==> config.mk <==
export PLATFORM = sky130hd
export DESIGN_NAME = key_value_table_flat
export DESIGN_NICKNAME = d
export VERILOG_FILES = /design/src/hdl/kvt_pkg.sv /design/src/hdl/kvt_if.sv /design/src/hdl/kvt_ram.sv /design/src/hdl/key_value_table.sv /design/src/flat_wrapper.sv
export SDC_FILE = /design/constraint.sdc
export NUM_CORES = 1
export LEC_CHECK = 0
export BUFFER_PORTS_ARGS = -buffer_cell sky130_fd_sc_hd__buf_4
export CAP_MARGIN = 25
export CORE_MARGIN = 8
export CORE_UTILIZATION = 45
export CTS_CLUSTER_SIZE = 14
export DETAILED_ROUTE_END_ITERATION = 10
export PLACE_DENSITY_LB_ADDON = 0.12
export SYNTH_ARGS = -nofsm -noshare
export SYNTH_HDL_FRONTEND = slang
export SYNTH_HIERARCHICAL = 1
export SYNTH_SLANG_ARGS = --single-unit
==> constraint.sdc <==
create_clock -name clk -period 9.2 [get_ports clk]
set_clock_uncertainty 0.2 [all_clocks]
set_input_delay 0.46 -clock clk [delete_from_list [all_inputs] [get_ports clk]]
set_output_delay 0.46 -clock clk [all_outputs]
set_load 0.02 [all_outputs]
==> src/hdl/kvt_pkg.sv <==
// ----------------------------------------------------------------------------
// kvt_pkg
// types and codes of the key/value table
// ----------------------------------------------------------------------------
`default_nettype none

package kvt_pkg;

  localparam int unsigned KEY_W = 32;
  localparam int unsigned VAL_W = 32;

  typedef logic [1:0] kind_t;

  localparam kind_t KIND_PUT    = 2'd0;
  localparam kind_t KIND_GET    = 2'd1;
  localparam kind_t KIND_REMOVE = 2'd2;

  localparam logic STATUS_OK   = 1'b0;
  localparam logic STATUS_FULL = 1'b1;

  localparam logic signed [VAL_W-1:0] NO_VALUE = '1;

  typedef struct packed {
    logic                    valid;
    logic signed [KEY_W-1:0] key;
    logic signed [VAL_W-1:0] value;
  } entry_t;

endpackage

`default_nettype wire

==> src/hdl/kvt_if.sv <==
// ----------------------------------------------------------------------------
// kvt_if
// request and response channels of the key/value table
// ----------------------------------------------------------------------------
`default_nettype none

interface kvt_req_if;
  logic                                  valid;
  logic                                  ready;
  kvt_pkg::kind_t                        kind;
  logic signed [kvt_pkg::KEY_W-1:0]      key;
  logic signed [kvt_pkg::VAL_W-1:0]      value;

  modport source (output valid, output kind, output key, output value, input ready);
  modport sink   (input valid, input kind, input key, input value, output ready);
endinterface

interface kvt_rsp_if;
  logic                                  valid;
  logic                                  ready;
  logic                                  found;
  logic signed [kvt_pkg::VAL_W-1:0]      read_value;
  logic                                  status;

  modport source (output valid, output found, output read_value, output status,
                  input ready);
  modport sink   (input valid, input found, input read_value, input status,
                  output ready);
endinterface

`default_nettype wire

==> src/hdl/kvt_ram.sv <==
// ----------------------------------------------------------------------------
// kvt_ram
// generic simple dual-port ram, one write and one registered read port
// ----------------------------------------------------------------------------
`default_nettype none

module kvt_ram #(
  parameter int unsigned WIDTH = 65,
  parameter int unsigned DEPTH = 16
) (
  input  wire logic                     clk,
  input  wire logic                     we,
  input  wire logic [$clog2(DEPTH)-1:0] waddr,
  input  wire logic [WIDTH-1:0]         wdata,
  input  wire logic [$clog2(DEPTH)-1:0] raddr,
  output logic      [WIDTH-1:0]         rdata
);

  logic [WIDTH-1:0] mem [DEPTH];

  always_ff @(posedge clk) begin
    if (we) begin
      mem[waddr] <= wdata;
    end
    rdata <= mem[raddr];
  end

endmodule

`default_nettype wire

==> src/hdl/key_value_table.sv <==
// ----------------------------------------------------------------------------
// key_value_table
// bounded associative store of signed 32-bit keys and values
// ----------------------------------------------------------------------------
// usage:
//   req carries one operation per transaction: put, get or remove of a key.
//   rsp returns one transaction per request: found, read_value, status.
//   entries sit in one ram; each request scans all ENTRIES slots through
//   its single read port, one slot a cycle, with one key comparator.
//   requests are served one at a time, paced by the slot scan over the
//   ram read port.
//   req.ready is high only when no request is in work or waiting.
//   a put of a new key into a full table is dropped with status full.
//   reset: a clearing pass writes every slot invalid, with
//   req.ready low meanwhile.
//   stall: the response holds on rsp until rsp.ready; no request is taken
//   until then.
// ----------------------------------------------------------------------------
`default_nettype none

module key_value_table #(
  parameter int unsigned ENTRIES = 16
) (
  input wire logic   clk,
  input wire logic   rst,
  kvt_req_if.sink    req,
  kvt_rsp_if.source  rsp
);

  localparam int unsigned IDX_W = $clog2(ENTRIES);
  localparam int unsigned ENT_W = $bits(kvt_pkg::entry_t);
  localparam logic [IDX_W-1:0] LAST = IDX_W'(ENTRIES - 1);

  typedef enum logic [2:0] {
    ST_CLEAR,
    ST_IDLE,
    ST_SCAN,
    ST_TAIL,
    ST_DECIDE,
    ST_DONE
  } state_t;

  state_t state;

  logic [IDX_W-1:0] idx;
  logic             chk;
  logic [IDX_W-1:0] chk_idx;

  kvt_pkg::kind_t                        op_kind;
  logic signed [kvt_pkg::KEY_W-1:0]      op_key;
  logic signed [kvt_pkg::VAL_W-1:0]      op_value;

  logic                                  hit;
  logic [IDX_W-1:0]                      hit_idx;
  logic signed [kvt_pkg::VAL_W-1:0]      hit_value;
  logic                                  free_ok;
  logic [IDX_W-1:0]                      free_idx;

  logic                                  out_found;
  logic signed [kvt_pkg::VAL_W-1:0]      out_read_value;
  logic                                  out_status;

  logic             ram_we;
  logic [IDX_W-1:0] ram_waddr;
  kvt_pkg::entry_t  ram_wentry;
  logic [ENT_W-1:0] ram_rdata;
  kvt_pkg::entry_t  rd_entry;

  logic cur_hit;
  logic cur_free;

  kvt_ram #(
    .WIDTH (ENT_W),
    .DEPTH (ENTRIES)
  ) u_ram (
    .clk   (clk),
    .we    (ram_we),
    .waddr (ram_waddr),
    .wdata (ENT_W'(ram_wentry)),
    .raddr (idx),
    .rdata (ram_rdata)
  );

  assign rd_entry = kvt_pkg::entry_t'(ram_rdata);

  // slot read last cycle is checked now
  assign cur_hit  = chk && rd_entry.valid && (rd_entry.key == op_key);
  assign cur_free = chk && !rd_entry.valid;

  always_comb begin
    ram_we     = 1'b0;
    ram_waddr  = idx;
    ram_wentry = '{valid: 1'b0, key: op_key, value: op_value};
    if (state == ST_CLEAR) begin
      ram_we     = 1'b1;
      ram_wentry = '0;
    end else if (state == ST_DECIDE) begin
      unique case (op_kind)
        kvt_pkg::KIND_PUT: begin
          ram_wentry.valid = 1'b1;
          if (hit) begin
            ram_we    = 1'b1;
            ram_waddr = hit_idx;
          end else if (free_ok) begin
            ram_we    = 1'b1;
            ram_waddr = free_idx;
          end
        end
        kvt_pkg::KIND_REMOVE: begin
          ram_we    = hit;
          ram_waddr = hit_idx;
        end
        default: begin
          ram_we = 1'b0;
        end
      endcase
    end
  end

  always_ff @(posedge clk) begin
    if (rst) begin
      state <= ST_CLEAR;
      idx   <= '0;
      chk   <= 1'b0;
    end else begin
      unique case (state)
        ST_CLEAR: begin
          if (idx == LAST) begin
            idx   <= '0;
            state <= ST_IDLE;
          end else begin
            idx <= idx + IDX_W'(1);
          end
        end
        ST_IDLE: begin
          chk     <= 1'b0;
          hit     <= 1'b0;
          free_ok <= 1'b0;
          idx     <= '0;
          if (req.valid) begin
            op_kind  <= req.kind;
            op_key   <= req.key;
            op_value <= req.value;
            state    <= ST_SCAN;
          end
        end
        ST_SCAN, ST_TAIL: begin
          if (cur_hit) begin
            hit       <= 1'b1;
            hit_idx   <= chk_idx;
            hit_value <= rd_entry.value;
          end
          if (cur_free && !free_ok) begin
            free_ok  <= 1'b1;
            free_idx <= chk_idx;
          end
          chk_idx <= idx;
          if (state == ST_TAIL) begin
            chk   <= 1'b0;
            state <= ST_DECIDE;
          end else begin
            chk <= 1'b1;
            if (idx == LAST) begin
              idx   <= '0;
              state <= ST_TAIL;
            end else begin
              idx <= idx + IDX_W'(1);
            end
          end
        end
        ST_DECIDE: begin
          out_found      <= hit;
          out_read_value <= (op_kind == kvt_pkg::KIND_GET && hit) ? hit_value
                                                                  : kvt_pkg::NO_VALUE;
          out_status     <= (op_kind == kvt_pkg::KIND_PUT && !hit && !free_ok)
                            ? kvt_pkg::STATUS_FULL : kvt_pkg::STATUS_OK;
          state          <= ST_DONE;
        end
        ST_DONE: begin
          if (rsp.ready) begin
            state <= ST_IDLE;
          end
        end
        default: begin
          state <= ST_IDLE;
        end
      endcase
    end
  end

  assign req.ready      = (state == ST_IDLE);
  assign rsp.valid      = (state == ST_DONE);
  assign rsp.found      = out_found;
  assign rsp.read_value = out_read_value;
  assign rsp.status     = out_status;

endmodule

`default_nettype wire

==> src/flat_wrapper.sv <==
// flat-port wrapper written by rule: the top's interface ports become plain ports
module key_value_table_flat 
#(
  parameter int unsigned ENTRIES = 16
)
  (clk, rst, req_valid, req_kind, req_key, req_value, req_ready, rsp_valid, rsp_found, rsp_read_value, rsp_status, rsp_ready);
  kvt_req_if req_i ();
  kvt_rsp_if rsp_i ();
  input wire logic clk;
  input wire logic rst;
  input wire logic [$bits(req_i.valid)-1:0] req_valid;
  input wire logic [$bits(req_i.kind)-1:0] req_kind;
  input wire logic [$bits(req_i.key)-1:0] req_key;
  input wire logic [$bits(req_i.value)-1:0] req_value;
  output wire logic [$bits(req_i.ready)-1:0] req_ready;
  output wire logic [$bits(rsp_i.valid)-1:0] rsp_valid;
  output wire logic [$bits(rsp_i.found)-1:0] rsp_found;
  output wire logic [$bits(rsp_i.read_value)-1:0] rsp_read_value;
  output wire logic [$bits(rsp_i.status)-1:0] rsp_status;
  input wire logic [$bits(rsp_i.ready)-1:0] rsp_ready;
  assign req_i.valid = req_valid;
  assign req_i.kind = req_kind;
  assign req_i.key = req_key;
  assign req_i.value = req_value;
  assign req_ready = req_i.ready;
  assign rsp_valid = rsp_i.valid;
  assign rsp_found = rsp_i.found;
  assign rsp_read_value = rsp_i.read_value;
  assign rsp_status = rsp_i.status;
  assign rsp_i.ready = rsp_ready;
  key_value_table #(.ENTRIES(ENTRIES)) u_core (.clk(clk), .rst(rst), .req(req_i), .rsp(rsp_i));
endmodule
==> summary.md <==
| Metric | Value |
|---|---|
| Number of enable-type register cells in the synthesized netlist | `1186` |
| Met3 demand-to-capacity share in global routing | `3.29%` |
| Pin count of the biggest net entering global routing | `98` |
| Worst min-delay path category | `reg -> reg` |
| Fraction of layout cells with a size suffix above 1 | `28.3%` |
| Violation count after the first detailed-route iteration | `1806` |
| Remaining number of nets flagged by the antenna check after routing | `0` |
| Worst r2r dst | `u_core/u_ram/mem[9][6]` |
| Resize count post-CTS | `0` |
| Non-filler cells in the finished layout | `3797` |
| Worst rel slew slack | `28.7%` |
| CTS root buf | `clkbuf_16` |
| Layout Area Growth over Synthesis | `16.9%` |
| HPWL after detailed placement | `54800 um` |
| I/O Buffers | `105` |
| Unrepaired setup endpoints after global routing | `false` |
| Average cell area after synthesis | `22.6 sq um` |
| Met2 routing resource usage after global routing | `29.6%` |
| Mapped Cells | `2048` |
| # placed instances | `3468` |
| Dominant synthesized flop cell | `edfxtp_1` |
| Cell area after synthesis | `46300 sq um` |
| Via count of the first global-routing pass | `22500` |
| Proportion of register bits with asynchronous set or reset after synthesis | `0%` |
| Final Slew Violations | `0` |
| Post-synthesis net count | `2119` |
| Sequential cell area fraction in the yosys report | `80.2%` |
| Outcome | `finished, final reports clean` |
| Top fanout value on the critical path | `44` |
| CP delay by family, top | `simple AND/OR/NAND/NOR gates` |
| Period Utilization, post-route | `50.2%` |
| Number of cells on the worst reg-to-reg path | `8` |
| Count of maximum capacitance violations | `0` |
| Cell depth of the worst min-delay path | `0` |
| Die width | `337 um` |
| Number of CTS-inserted buffers | `133` |
| Leakage power summed over all cells | `0.0177 uW` |
| Reg-to-Reg Start | `u_core/state[2]` |
| DR WL/cell | `26.5 um` |
| Total Die Area | `113000 sq um` |
| Number of buffers and inverters on the critical path | `2` |
| Peak supply drop | `0.137 mV` |
| Number of nets at the end of the flow | `2395` |
| Worst hold endpoint | `u_core/hit_value[14]` |
| First-pass GRT wire length | `150000 um` |
| Critical path startpoint category | `flop` |
| Number of diodes added for antenna fixing | `0` |
| Arrival time reported for the critical path endpoint | `4.75 ns` |
| Measured slew at the worst slew-check pin | `1.07 ns` |
| Cell Pwr Density | `230 nW/um^2` |
| Sinks on the clock net | `1259` |
| Most Crowded Layer GR | `met2` |
| Area taken by multi-input logic gates | `8760 sq um` |
| Element type at the critical path end | `flop` |
| Max stage delay cell, worst path | `nor2_4` |
| Flip-flop and latch count after synthesis | `1259` |
| Final setup violating endpoints | `0` |
| Number of detailed-routing iterations run before antenna repair | `5` |
| Placeable core area | `102000 sq um` |
| Hold-fix buffers, CTS | `69` |
| Data required time at the worst endpoint | `9.33 ns` |
| Detailed-route DRC error count | `0` |
| GR Overflow Total | `0` |
| Sequential standard cell area | `37100 sq um` |
| Top-level port count | `106` |
| Setup slack, reg-to-reg | `4.58 ns` |
| Number of distinct library cells after synthesis | `44` |
| Highest attainable clock frequency | `217 MHz` |
| Filler Cells Inserted | `7904` |
| Final hold vios | `0` |
| Via/cell ratio | `5.57` |
| Clock-pin transition on the worst setup and hold timing paths | `0.06 ns` |
| List of cells traversed by the critical path | `inv_4 > or3_4 > nor2_8 > o31a_4 > a2bb2oi_1 > nand2b_1 > nor2_4 > buf_4` |
| Buffer count from post-CTS setup fixing | `0` |
| Clock latency on the worst-skew pair | `0.73 ns` |
| Maximum level of the CTS H-tree | `4` |
| Global placement routability congestion | `0.746` |
| Vertical die dimension | `337 um` |
| Worst hold start | `u_core/u_ram/rdata[14]` |
| Buffer depth of the longest clock path | `3` |
| Number of rows created at floorplan | `117` |
| Effective utilization at floorplan | `45.4%` |
| Global-route usage over all layers | `17.9%` |
| Global-route track usage on met1 | `25.0%` |
| Largest stage delay, worst path | `0.85 ns` |
| Routed WL | `101000 um` |
| Setup total negative slack | `0 ns` |
| TritonCTS clock tree | `done` |
| Min Tclk post-route | `4.62 ns` |
| Startpoint-to-endpoint class of the critical path | `reg -> reg` |
| Yosys warning count | `6` |
| Initial antenna violation count | `4` |
| Via Count | `21100` |
==> synth_stat cells, drive strengths merged, types with 2 or more instances <==
| master | instances | area [sq um] |
|---|---|---|
| a2bb2oi | 4 | 35.0 |
| inv | 2 | 10.0 |
| buf | 53 | 393 |
| dfxtp | 73 | 1460 |
| and2b | 25 | 189 |
| nor3 | 11 | 55.1 |
| xnor2 | 29 | 254 |
| edfxtp | 1186 | 35600 |
| nor4 | 4 | 25.0 |
| nand2 | 71 | 267 |
| or2 | 32 | 200 |
| nand3b | 3 | 22.5 |
| mux4 | 260 | 5860 |
| clkbuf | 47 | 178 |
| nand2b | 3 | 18.8 |
| nor2b | 45 | 282 |
| o22ai | 4 | 25.0 |
| nand4 | 7 | 43.8 |
| a22oi | 131 | 983 |
| mux2i | 2 | 20.0 |
| xor2 | 3 | 26.3 |
| a21oi | 6 | 30.0 |
| o21ai | 3 | 15.0 |
| nand3 | 4 | 20.0 |
| nor2 | 28 | 121 |
| and2 | 3 | 21.3 |
==> layout make-up <==
class / instances / share of cell area, %
Sequential cell: 1259 / 68.6
Multi-Input combinational cell: 687 / 16.2
Clock buffer: 188 / 6.99
Timing Repair Buffer: 241 / 3.88
Tap cell: 1368 / 3.17
Clock inverter: 52 / 1.16
Inverter: 2 / 0.0185
==> how the worst max path moves through the flow <==
| stage | startpoint | endpoint | slack, ns | cells after the start |
|---|---|---|---|---|
| 6_report | u_core/state[2] | u_core/u_ram/mem[9][6] | 4.58 | 8 |
| 5_1_grt | u_core/state[2] | u_core/u_ram/mem[3][7] | 4.36 | 8 |
| 4_1_cts | u_core/state[2] | u_core/u_ram/mem[14][22] | 4.52 | 8 |
| 3_5_place_dp | u_core/state[2] | u_core/u_ram/mem[14][24] | 4.53 | 8 |
| 3_3_place_gp | u_core/state[2] | u_core/u_ram/mem[7][6] | 4.65 | 8 |
| 2_1_floorplan | u_core/state[2] | u_core/u_ram/mem[0][0] | 2.45 | 8 |
==> cell usage in the layout, fill, tap and decap left out, types with 13 or more instances in the layout <==
master,Yosys,routed
mux4_2,260,260
a22oi_1,131,131
xnor2_1,29,29
dfxtp_1,73,71
nor2b_1,45,43
clkinv_1,0,15
buf_4,8,162
nor2_4,0,14
clkbuf_1,46,36
dlygate4sd3_1,0,69
or2_2,32,32
nand2_1,71,71
and2b_1,24,24
nor2_1,27,13
clkbuf_8,0,14
clkbuf_16,0,138
edfxtp_1,1186,1186
==> worst register-to-register path: stages, from the launching register on <==
cell	delay [ns]
dfxtp_1	0.56
inv_4	0.08
or3_4	0.40
nor2_8	0.14
o31a_4	0.17
a2bb2oi_1	0.58
nand2b_1	0.41
nor2_4	0.86
buf_4	0.80
==> registers in the layout, summed over array words and instances, names as in the netlist <==
register / count
u_core/free_idx: 4
u_core/hit_idx: 4
u_core/free_ok: 1
u_core/op_value: 32
u_core/u_ram/rdata: 65
u_core/hit_value: 32
u_core/rsp.status: 1
u_core/chk: 1
u_core/u_ram/mem: 1040
u_core/rsp.found: 1
u_core/hit: 1
u_core/idx: 4
u_core/state: 3
u_core/op_key: 32
u_core/chk_idx: 4
u_core/rsp.read_value: 32
u_core/op_kind: 2
==> report_power, final <==
| group | leakage (uW) | total (uW) | internal [uW] | switching, uW |
|---|---|---|---|---|
| clock network | 0.00215 | 5330 | 3210 | 2120 |
| logic | 0.00375 | 646 | 312 | 334 |
| registers | 0.0118 | 6440 | 6370 | 64.6 |
==> per-stage QoR <==
stage / instance area, sq um / power [uW] / worst slack (ns) / utilization (%) / hold slack [ns]
2_1_floorplan: 46300 / 6990 / 2.45 / - / 0.186
3_3_place_gp: 48700 / 7180 / 4.65 / 47.8 / 0.186
3_5_place_dp: 48800 / 7190 / 4.53 / 47.9 / 0.189
4_1_cts: 53900 / 12600 / 4.52 / 52.9 / 0.191
5_1_grt: 54100 / 12800 / 4.36 / 53.1 / 0.204
6_report: 54100 / 12400 / 4.58 / 53.1 / 0.201
==> layer usage <==
| layer | wire (um) | vias up |
|---|---|---|
| li1 | - | 9080 |
| met1 | 43800 | 11400 |
| met2 | 50100 | 523 |
| met3 | 5210 | 120 |
| met4 | 1530 | 0 |
| met5 | 0 | - |
==> logic make-up after synthesis <==
kind of cell / Yosys count / share of synthesized area (%)
compound gates: 152 / 2.44
xor+xnor: 32 / 0.606
fa+ha+maj: 1 / 0.0270
buf+inv: 102 / 1.26
flops: 1259 / 80.2
mux: 262 / 12.7
simple gates: 240 / 2.81
(Power assumes the default switching activity.)
